### src/design/mbe_pkg.sv
// Package for the Mandelbrot escape-time core: fixed-point constants,
// register indexes, sequencer states and the saturation helper.
// No dependencies; every other design file uses it by scoped names.
package mbe_pkg;

  localparam int unsigned FRAC_BITS  = 28;
  localparam int unsigned IMAGE_SIZE = 4096;

  localparam int unsigned WordW   = 32;
  localparam int unsigned ProdW   = 2 * WordW;
  localparam int unsigned IdxW    = 12;
  localparam int unsigned LimitW  = 16;
  localparam int unsigned CountW  = LimitW + 1;
  localparam int unsigned ThreshW = 31;
  localparam int unsigned CfgIdxW = 3;

  localparam logic [WordW-1:0] IdxMax = WordW'(IMAGE_SIZE - 1);

  // Configuration register indexes.
  localparam logic [CfgIdxW-1:0] RegOriginX   = CfgIdxW'(0);
  localparam logic [CfgIdxW-1:0] RegOriginY   = CfgIdxW'(1);
  localparam logic [CfgIdxW-1:0] RegStepX     = CfgIdxW'(2);
  localparam logic [CfgIdxW-1:0] RegStepY     = CfgIdxW'(3);
  localparam logic [CfgIdxW-1:0] RegIterLimit = CfgIdxW'(4);
  localparam logic [CfgIdxW-1:0] RegThreshold = CfgIdxW'(5);

  typedef enum logic [2:0] {
    S_IDLE,
    S_MUL_CX,
    S_MUL_CY,
    S_MUL_XY,
    S_UPDATE,
    S_MUL_XX,
    S_MUL_YY,
    S_CHECK
  } mbe_state_e;

  // Clamp a wide signed value to the signed word range.
  function automatic logic signed [WordW-1:0] sat_word(input logic signed [ProdW:0] v);
    logic signed [ProdW:0] hi;
    logic signed [ProdW:0] lo;
    hi = (ProdW+1)'(signed'({1'b0, {(WordW-1){1'b1}}}));
    lo = -hi - (ProdW+1)'(1);
    if (v > hi) begin
      return {1'b0, {(WordW-1){1'b1}}};
    end else if (v < lo) begin
      return {1'b1, {(WordW-1){1'b0}}};
    end else begin
      return v[WordW-1:0];
    end
  endfunction

endpackage

### src/design/mbe_if.sv
// Handshake channels of the Mandelbrot escape-time core: the pixel
// input channel and the iteration-count result channel.
// Depends on mbe_pkg for field widths.
interface mbe_pix_if;
  logic                     valid;
  logic                     ready;
  logic [mbe_pkg::IdxW-1:0] column;
  logic [mbe_pkg::IdxW-1:0] row;

  modport source (output valid, output column, output row, input ready);
  modport sink (input valid, input column, input row, output ready);
endinterface

interface mbe_cnt_if;
  logic                       valid;
  logic                       ready;
  logic [mbe_pkg::CountW-1:0] iteration_count;

  modport source (output valid, output iteration_count, input ready);
  modport sink (input valid, input iteration_count, output ready);
endinterface

### src/design/mandelbrot_escape_time_core.sv
// Top level of the Mandelbrot escape-time core: configuration registers,
// a small sequencer and one shared signed 32x32 multiplier.
// Depends on mbe_pkg and the channel interfaces in mbe_if.sv.
//
// Usage: pix_i carries one pixel (column, row) per transfer; res_o returns
// one iteration_count per pixel, in order. The configuration port writes
// one register per cycle while cfg_we_i is high; use it only while the core
// is idle; the core does not enforce it. Unknown register indexes are ignored.
//
// Datapath: every multiplication goes through the single multiplier, whose
// result is registered. Forming the point c uses the column and row
// products, and each pass of z = z*z + c runs three products, an update
// and the magnitude check. A pixel takes at most the limit plus one
// passes. The result register is loaded in the same cycle as the core
// returns to idle. One pixel is handled at a time: pix_i.ready is high
// only while the core is idle.
//
// The result sits in an output register, so the core goes back to idle
// and takes a new pixel while res_o is stalled; if the next result is
// finished before the old one is taken, the core holds it until then.
// Reset returns the configuration registers to their defaults and leaves the
// core idle with no result pending; datapath registers are not reset.
module mandelbrot_escape_time_core (
  input  logic                        clk_i,
  input  logic                        rst_ni,
  input  logic                        cfg_we_i,
  input  logic [mbe_pkg::CfgIdxW-1:0] cfg_index_i,
  input  logic [mbe_pkg::WordW-1:0]   cfg_data_i,
  mbe_pix_if.sink                     pix_i,
  mbe_cnt_if.source                   res_o
);

  localparam int unsigned W  = mbe_pkg::WordW;
  localparam int unsigned PW = mbe_pkg::ProdW;

  // Configuration registers.
  logic signed [W-1:0]                origin_x_q, origin_y_q, step_x_q, step_y_q;
  logic [mbe_pkg::LimitW-1:0]         limit_q;
  logic [mbe_pkg::ThreshW-1:0]        thresh_q;

  // Working registers.
  mbe_pkg::mbe_state_e                state_q, state_d;
  logic [mbe_pkg::IdxW-1:0]           col_q, row_q;
  logic signed [W-1:0]                cx_q, cy_q, zx_q, zy_q;
  logic signed [PW-1:0]               sx_q, sy_q, prod_q;
  logic [mbe_pkg::LimitW-1:0]         loop_q;
  logic [mbe_pkg::CountW-1:0]         res_q;
  logic                               res_valid_q;

  // Shared multiplier and sequencer outputs.
  logic signed [W-1:0]                op_a, op_b;
  logic signed [PW-1:0]               prod_d;
  logic                               in_ready;
  logic                               finish;

  // Pass arithmetic.
  logic signed [PW-1:0]               sq_diff;
  logic signed [W-1:0]                zx_new, zy_new, c_point;
  logic [PW-1:0]                      mag;
  logic                               escaped;
  logic                               last_pass;
  logic                               out_free;
  logic [mbe_pkg::CountW-1:0]         count_d;

  logic pix_xfer;
  assign pix_xfer = pix_i.valid && in_ready;
  assign out_free = !res_valid_q || res_o.ready;

  assign prod_d = op_a * op_b;

  // Point coordinate: origin plus the registered index product, saturated.
  always_comb begin
    if (state_q == mbe_pkg::S_MUL_CY) begin
      c_point = mbe_pkg::sat_word((PW+1)'(origin_x_q) + (PW+1)'(prod_q));
    end else begin
      c_point = mbe_pkg::sat_word((PW+1)'(origin_y_q) + (PW+1)'(prod_q));
    end
  end

  // New z from the previous squares and the cross product in prod_q.
  // The cross product is doubled by shifting one place less.
  assign sq_diff = sx_q - sy_q;
  assign zx_new  = mbe_pkg::sat_word((PW+1)'(sq_diff >>> mbe_pkg::FRAC_BITS)
                                     + (PW+1)'(cx_q));
  assign zy_new  = mbe_pkg::sat_word((PW+1)'(prod_q >>> (mbe_pkg::FRAC_BITS - 1))
                                     + (PW+1)'(cy_q));

  // Squared magnitude: sx_q holds the new zx squared, prod_q the new zy squared.
  assign mag       = (PW'(unsigned'(sx_q)) >> mbe_pkg::FRAC_BITS)
                   + (PW'(unsigned'(prod_q)) >> mbe_pkg::FRAC_BITS);
  assign escaped   = mag > PW'(thresh_q);
  assign last_pass = escaped || (loop_q == limit_q);
  assign count_d   = escaped ? {1'b0, loop_q}
                             : {1'b0, loop_q} + mbe_pkg::CountW'(1);

  // Next-state logic.
  always_comb begin
    state_d = state_q;
    case (state_q)
      mbe_pkg::S_IDLE:   if (pix_i.valid) state_d = mbe_pkg::S_MUL_CX;
      mbe_pkg::S_MUL_CX: state_d = mbe_pkg::S_MUL_CY;
      mbe_pkg::S_MUL_CY: state_d = mbe_pkg::S_MUL_XY;
      mbe_pkg::S_MUL_XY: state_d = mbe_pkg::S_UPDATE;
      mbe_pkg::S_UPDATE: state_d = mbe_pkg::S_MUL_XX;
      mbe_pkg::S_MUL_XX: state_d = mbe_pkg::S_MUL_YY;
      mbe_pkg::S_MUL_YY: state_d = mbe_pkg::S_CHECK;
      mbe_pkg::S_CHECK: begin
        if (!last_pass) begin
          state_d = mbe_pkg::S_MUL_XY;
        end else if (out_free) begin
          state_d = mbe_pkg::S_IDLE;
        end
      end
      default: state_d = mbe_pkg::S_IDLE;
    endcase
  end

  // Sequencer outputs: multiplier operand selection and handshake controls.
  always_comb begin
    op_a     = '0;
    op_b     = '0;
    in_ready = 1'b0;
    finish   = 1'b0;
    case (state_q)
      mbe_pkg::S_IDLE:   in_ready = 1'b1;
      mbe_pkg::S_MUL_CX: begin
        op_a = signed'(W'(col_q));
        op_b = step_x_q;
      end
      mbe_pkg::S_MUL_CY: begin
        op_a = signed'(W'(row_q));
        op_b = step_y_q;
      end
      mbe_pkg::S_MUL_XY: begin
        op_a = zx_q;
        op_b = zy_q;
      end
      mbe_pkg::S_UPDATE: ;
      mbe_pkg::S_MUL_XX: begin
        op_a = zx_q;
        op_b = zx_q;
      end
      mbe_pkg::S_MUL_YY: begin
        op_a = zy_q;
        op_b = zy_q;
      end
      mbe_pkg::S_CHECK: begin
        // Keep zy squared in prod_q so the escape test holds while a
        // finished result waits for the output register.
        op_a   = zy_q;
        op_b   = zy_q;
        finish = last_pass && out_free;
      end
      default: ;
    endcase
  end

  assign pix_i.ready           = in_ready;
  assign res_o.valid           = res_valid_q;
  assign res_o.iteration_count = res_q;

  // Control state and configuration registers.
  always_ff @(posedge clk_i or negedge rst_ni) begin
    if (!rst_ni) begin
      state_q     <= mbe_pkg::S_IDLE;
      loop_q      <= '0;
      res_valid_q <= 1'b0;
      origin_x_q  <= -32'sd536870912;
      origin_y_q  <= -32'sd402653184;
      step_x_q    <= 32'sd196608;
      step_y_q    <= 32'sd196608;
      limit_q     <= 16'd255;
      thresh_q    <= 31'd1073741824;
    end else begin
      state_q <= state_d;
      if (pix_xfer) begin
        loop_q <= '0;
      end else if (state_q == mbe_pkg::S_CHECK && !last_pass) begin
        loop_q <= loop_q + mbe_pkg::LimitW'(1);
      end
      if (finish) begin
        res_valid_q <= 1'b1;
      end else if (res_o.ready) begin
        res_valid_q <= 1'b0;
      end
      if (cfg_we_i) begin
        case (cfg_index_i)
          mbe_pkg::RegOriginX:   origin_x_q <= cfg_data_i;
          mbe_pkg::RegOriginY:   origin_y_q <= cfg_data_i;
          mbe_pkg::RegStepX:     step_x_q   <= cfg_data_i;
          mbe_pkg::RegStepY:     step_y_q   <= cfg_data_i;
          mbe_pkg::RegIterLimit: limit_q    <= cfg_data_i[mbe_pkg::LimitW-1:0];
          mbe_pkg::RegThreshold: thresh_q   <= cfg_data_i[mbe_pkg::ThreshW-1:0];
          default: ;
        endcase
      end
    end
  end

  // Datapath registers; these carry no reset.
  always_ff @(posedge clk_i) begin
    prod_q <= prod_d;
    if (pix_xfer) begin
      // Indexes past the image are pinned to its last column or row.
      col_q <= ({{(W-mbe_pkg::IdxW){1'b0}}, pix_i.column} > mbe_pkg::IdxMax)
             ? mbe_pkg::IdxMax[mbe_pkg::IdxW-1:0] : pix_i.column;
      row_q <= ({{(W-mbe_pkg::IdxW){1'b0}}, pix_i.row} > mbe_pkg::IdxMax)
             ? mbe_pkg::IdxMax[mbe_pkg::IdxW-1:0] : pix_i.row;
      zx_q  <= '0;
      zy_q  <= '0;
      sx_q  <= '0;
      sy_q  <= '0;
    end
    case (state_q)
      mbe_pkg::S_MUL_CY: cx_q <= c_point;
      mbe_pkg::S_MUL_XY: begin
        // Only the first pass has a fresh cy product waiting; later passes
        // find a square in prod_q and must leave cy alone.
        if (loop_q == '0 && sx_q == '0 && sy_q == '0 && zx_q == '0 && zy_q == '0) begin
          cy_q <= c_point;
        end
      end
      mbe_pkg::S_UPDATE: begin
        zx_q <= zx_new;
        zy_q <= zy_new;
      end
      mbe_pkg::S_MUL_YY: sx_q <= prod_q;
      mbe_pkg::S_CHECK:  sy_q <= prod_q;
      default: ;
    endcase
    if (finish) begin
      res_q <= count_d;
    end
  end

`ifndef NO_ASSERTIONS
  // A result never exceeds one more than the limit it was computed under.
  a_count_bound: assert property (@(posedge clk_i) disable iff (!rst_ni)
    res_o.valid |-> (res_o.iteration_count <= {1'b0, limit_q} + mbe_pkg::CountW'(1)))
    else $error("iteration count above limit plus one");

  // The pass counter stays within the limit while a pixel is in work.
  a_loop_bound: assert property (@(posedge clk_i) disable iff (!rst_ni)
    (state_q != mbe_pkg::S_IDLE) |-> (loop_q <= limit_q))
    else $error("pass counter ran past the limit");

  // Once a pixel is taken, no second pixel is taken in the next cycle.
  a_one_at_a_time: assert property (@(posedge clk_i) disable iff (!rst_ni)
    (pix_i.valid && pix_i.ready) |=> !pix_i.ready)
    else $error("pixel taken while busy");

  // A pending result is never overwritten before it is taken.
  a_no_overwrite: assert property (@(posedge clk_i) disable iff (!rst_ni)
    (res_o.valid && !res_o.ready) |=> $stable(res_o.iteration_count))
    else $error("pending result overwritten");
`endif

endmodule

### src/flat_wrapper.sv
// flat-port wrapper written by rule: the top's interface ports become plain ports
module mandelbrot_escape_time_core_flat 
  (clk_i, rst_ni, cfg_we_i, cfg_index_i, cfg_data_i, pix_i_valid, pix_i_column, pix_i_row, pix_i_ready, res_o_valid, res_o_iteration_count, res_o_ready);
  mbe_pix_if pix_i_i ();
  mbe_cnt_if res_o_i ();
  input  logic clk_i;
  input  logic rst_ni;
  input  logic cfg_we_i;
  input  logic [mbe_pkg::CfgIdxW-1:0] cfg_index_i;
  input  logic [mbe_pkg::WordW-1:0] cfg_data_i;
  input wire logic [$bits(pix_i_i.valid)-1:0] pix_i_valid;
  input wire logic [$bits(pix_i_i.column)-1:0] pix_i_column;
  input wire logic [$bits(pix_i_i.row)-1:0] pix_i_row;
  output wire logic [$bits(pix_i_i.ready)-1:0] pix_i_ready;
  output wire logic [$bits(res_o_i.valid)-1:0] res_o_valid;
  output wire logic [$bits(res_o_i.iteration_count)-1:0] res_o_iteration_count;
  input wire logic [$bits(res_o_i.ready)-1:0] res_o_ready;
  assign pix_i_i.valid = pix_i_valid;
  assign pix_i_i.column = pix_i_column;
  assign pix_i_i.row = pix_i_row;
  assign pix_i_ready = pix_i_i.ready;
  assign res_o_valid = res_o_i.valid;
  assign res_o_iteration_count = res_o_i.iteration_count;
  assign res_o_i.ready = res_o_ready;
  mandelbrot_escape_time_core u_core (.clk_i(clk_i), .rst_ni(rst_ni), .cfg_we_i(cfg_we_i), .cfg_index_i(cfg_index_i), .cfg_data_i(cfg_data_i), .pix_i(pix_i_i), .res_o(res_o_i));
endmodule
### config.mk
export PLATFORM = sky130hd
export DESIGN_NAME = mandelbrot_escape_time_core_flat
export DESIGN_NICKNAME = d
export VERILOG_FILES = /design/src/design/mbe_pkg.sv /design/src/design/mbe_if.sv /design/src/design/mandelbrot_escape_time_core.sv /design/src/flat_wrapper.sv
export SDC_FILE = /design/constraint.sdc
export NUM_CORES = 2
export LEC_CHECK = 0
export BUFFER_PORTS_ARGS = -buffer_cell sky130_fd_sc_hd__clkbuf_2
export CORE_MARGIN = 1
export CORE_UTILIZATION = 48
export CTS_CLUSTER_SIZE = 10
export DETAILED_ROUTE_END_ITERATION = 8
export GPL_TIMING_DRIVEN = 0
export HOLD_SLACK_MARGIN = 0.06
export SLEW_MARGIN = 10
export SYNTH_ARGS = -nofsm -noshare
export SYNTH_HDL_FRONTEND = slang
export SYNTH_SLANG_ARGS = --single-unit
### constraint.sdc
create_clock -name clk_i -period 10.8 [get_ports clk_i]
set_clock_uncertainty 0.2 [all_clocks]
set_input_delay 3.24 -clock clk_i [delete_from_list [all_inputs] [get_ports clk_i]]
set_output_delay 3.24 -clock clk_i [all_outputs]
set_load 0.01 [all_outputs]
==> results by stage <==
Placement:
- The cell area after placement is 0.0790 mm².
- The congestion estimate from routability-driven global placement came to 1.02.
- The number of placed instances, taps included, is 10.4k.
- The number of buffer cells added on primary ports is 82.
- Summed over all nets, the half-perimeter wirelength after detailed placement is 252000 µm.

Synthesis:
- The cell with the most instances after synthesis is inv_1.
- The distinct cell type count after synthesis is 88.
- In this run, synthesis produced a sequential element count of 556.
- The fraction of synthesis flops using an asynchronous set or reset pin is 35.1%.
- Sequential elements use 20.0% of the synthesized area.
- By count the netlist is led by inv_1, fa_1, nand2_1.
- Among all flip-flop cells after synthesis, the most frequent one is edfxtp_1.
- The count of warnings emitted by yosys is 0.
- The most area-hungry cell type in the Yosys netlist is fa_1.
- Dividing the synthesized area by the synthesized cell count gives 9.21 µm².
- The area of the mapped netlist is 0.0754 mm².
- The number of instances in the synthesized netlist is 8186.
- Yosys mapped a number of flops with a built-in enable equal to 297.
- The top-area cell type share of the netlist area is 28.9%.
- By area the synthesized netlist is led by fa_1, edfxtp_1, ha_1.
- The net count after synthesis is 9853.

Min path:
- The class of the tightest hold or removal check is reg2reg.
- The startpoint identified for the worst hold timing path is u_core.thresh_q[10].

Routing:
- The number of design rule violations left after detail routing is 0.
- The residual antenna-violating net count after detailed routing is 0.
- After detailed routing, the total wire length is 300000 µm.
- Dividing the detail-routed wire length by the instance count gives 28.6 µm.
- The final route contains 62.4k vias.
- The starting DRC count in detailed routing is 6101.
- The number of iterations in the first detailed-routing pass is 6.
- Dividing the detail-routed via count by the number of cells gives 5.94.

Worst setup path:
- The highest-delay cell along the critical path is fa_1.
- In this run the worst setup path begins at u_core.state_q[0].
- The depth of the worst register-to-register path is 33.
- Along the worst path, the maximum fanout reaches 10.
- The endpoint required time on the critical path is 11.13 ns.
- The kind of start point of the critical path is a flip-flop.
- STA classifies the critical path endpoint as a flip-flop.
- By startpoint and endpoint, the worst setup path is classified as reg2reg.
- The most critical setup path has its endpoint at u_core.prod_q[63].
- In this run the critical register-to-register path is launched from u_core.state_q[0].
- The worst-case register-to-register setup slack is 0.16 ns.
- The worst flop-to-flop path endpoint is u_core.prod_q[63].
- Data arrives at the worst endpoint at 10.97 ns.
- The cell that appears most often on the critical path is fa_1.
- For this run, the slowest stage of the critical path takes 0.60 ns.

Final layout:
- The fill cell total of the finished layout is 14.6k.
- The total non-filler cell area in the finished layout is 0.0822 mm².
- Of the cells placed in the final design, the portion with a size suffix greater than 1 is 9.19%.
- The final standard cell count with taps included and fillers excluded is 10.5k.
- The net count of the finished layout is 10.0k.
- The final core area utilization is 52.7%.
- The area added between synthesis and finish is 9.09%.

Global routing:
- Entering global routing, the biggest net connects 97 pins.
- The via count of the first global-routing pass was 62.8k.
- The global-route wire length before repair is 434000 µm.
- The overall track demand over capacity in global routing is 38.2%.
- The total overflow left after global routing is 0.
- The initial antenna violation count was 38.

Clock network:
- The tree is rooted in a clkbuf_16.
- Clock tree synthesis inserted a total of 72 buffers.
- After clock tree synthesis, the clock-pin slew on the worst setup and hold paths is 0.06 ns.
- The clock tree from TritonCTS is done.
- The later-pin clock latency in the skew report is 0.69 ns.
- In this run the deepest clock path goes through 3 buffers.
- The hold-fix buffer count after cts is 0.
- The H-tree depth is 3.
- The sink count of the clock tree is 556.

Die:
- The floorplan step defined a die boundary enclosing 0.159 mm².
- The floorplan step set the die height to 398 µm.
- The initial utilization of the core area, before any placement, comes to 48.3%.
- The top-level port count is 83.
- The die extent in x is 398 µm.
- The core box area is 0.156 mm².
- After floorplanning, the core was divided into 145 placement rows.

Outcome:
- The run finished with clean final reports.

Timing:
- The number of endpoints failing setup at the final stage is 0.
- The worst-margin pin slew is 1.30 ns.
- The number of endpoints with negative hold slack in the final report came to 0.
- The portion of the clock cycle consumed by the worst path in the final layout is 98.5%.
- The number of slew-limit violations in the final report is 0.
- Headroom to the max-slew limit came out at 12.9%.
- The maximum clock frequency is 0.0940 GHz.
- The clock period could shrink to 10.64 ns.

Flow run:
- Across the run, the number of max-cap violations was 0.
what timing repair did:
action / in CTS / in global routing
setup endpoints to repair: 39 / 14
setup buffers: 3 / 19
pin swaps: 5 / 13
resized for setup: 223 / 148
endpoints found under the hold margin: 0 / 0
state kept, by name (all words and copies together), names as in the netlist, 16 cells and up:
signal and flops:
u_core.loop_q 16, u_core.cx_q 32, u_core.res_o.iteration_count 17, u_core.origin_y_q 32
u_core.step_x_q 32, u_core.thresh_q 31, u_core.sy_q 64, u_core.prod_q 64
u_core.zx_q 32, u_core.step_y_q 32, u_core.zy_q 32, u_core.origin_x_q 32
u_core.limit_q 16, u_core.sx_q 64, u_core.cy_q 32
cell type report:
| type | count | area (µm²) | area share [%] |
|---|---|---|---|
| multi-input combinational | 5950 | 54600 | 66.4 |
| buffer | 363 | 1710 | 2.08 |
| inverter | 1296 | 4870 | 5.93 |
| tap | 2058 | 2570 | 3.13 |
| timing repair buffer | 141 | 1090 | 1.32 |
| clock inverter | 25 | 280 | 0.341 |
| clock buffer | 105 | 1990 | 2.42 |
| sequential | 556 | 15100 | 18.4 |
| antenna | 6 | 15.0 | 0.0183 |
per-stage QoR:
step | hold slack (ns) | setup WS (ns) | setup TNS (ns)
after floorplan | 0.279 | 1.13 | 0
after global placement | 0.287 | -2.66 | -62.30
after detailed placement | 0.293 | -2.40 | -46.61
after CTS | 0.304 | -0.0388 | -0.0388
after global routing | 0.312 | -0.00107 | -0.00107
final | 0.303 | 0.165 | 0
how the worst min path moves through the flow:
stage	to	slack (ns)	depth (start not counted)
floorplan	u_core.step_y_q[0]	0.28	1
global placement	u_core.step_y_q[4]	0.29	1
detailed placement	u_core.thresh_q[14]	0.29	1
CTS	u_core.thresh_q[10]	0.30	1
global route	u_core.thresh_q[21]	0.31	1
finish	u_core.thresh_q[10]	0.30	1
worst max-delay path, delay by kind of cell (launching register included):
kind                       cells  cell delay (ns)
buffers and inverters          8             1.39
muxes                          1             0.20
adders and majority gates      9             4.73
and+or+nand+nor                3             0.42
DFF                            1             0.51
AOI/OAI and AO/OA             11             2.85
xor gates and xnor gates       1             0.14
cell families after synthesis:
logic type / share of synthesized area (%)
mux: 3.59
fa+ha+maj: 37.4
simple gates: 14.0
xor+xnor: 3.85
flops: 20.0
buf+inv: 8.45
compound gates: 12.6
metal layers:
layer,up-vias,share of wire [%],global-route usage (%)
li1,27400,-,-
met1,31500,39,49.5
met2,2816,45,60.1
met3,681,8.5,6.46
met4,2,7.3,23.2
met5,-,0.0043,0
layout by cell type (no fill, tap or decap), types with 64 or more instances in the layout:
cell type	netlist	final
dfrtp_1	175	173
mux2i_1	68	64
clkbuf_2	1	165
nand2_1	775	773
clkbuf_1	335	215
a21oi_1	400	400
a21o_1	192	191
mux2_2	180	180
fa_1	1087	1085
xor2_1	110	109
edfxtp_1	297	297
nand3_1	110	110
nor4_1	72	69
xnor2_1	221	221
o21ai_0	246	236
clkbuf_16	0	73
nor3_1	81	77
nor2_1	770	769
ha_1	516	516
and3_1	107	106
dfxtp_1	64	64
and2_1	104	103
nand4_1	112	112
inv_1	1294	1292
Power is not shown: default switching activity piles up to over one toggle a cycle in this logic, so the estimate is an artifact.
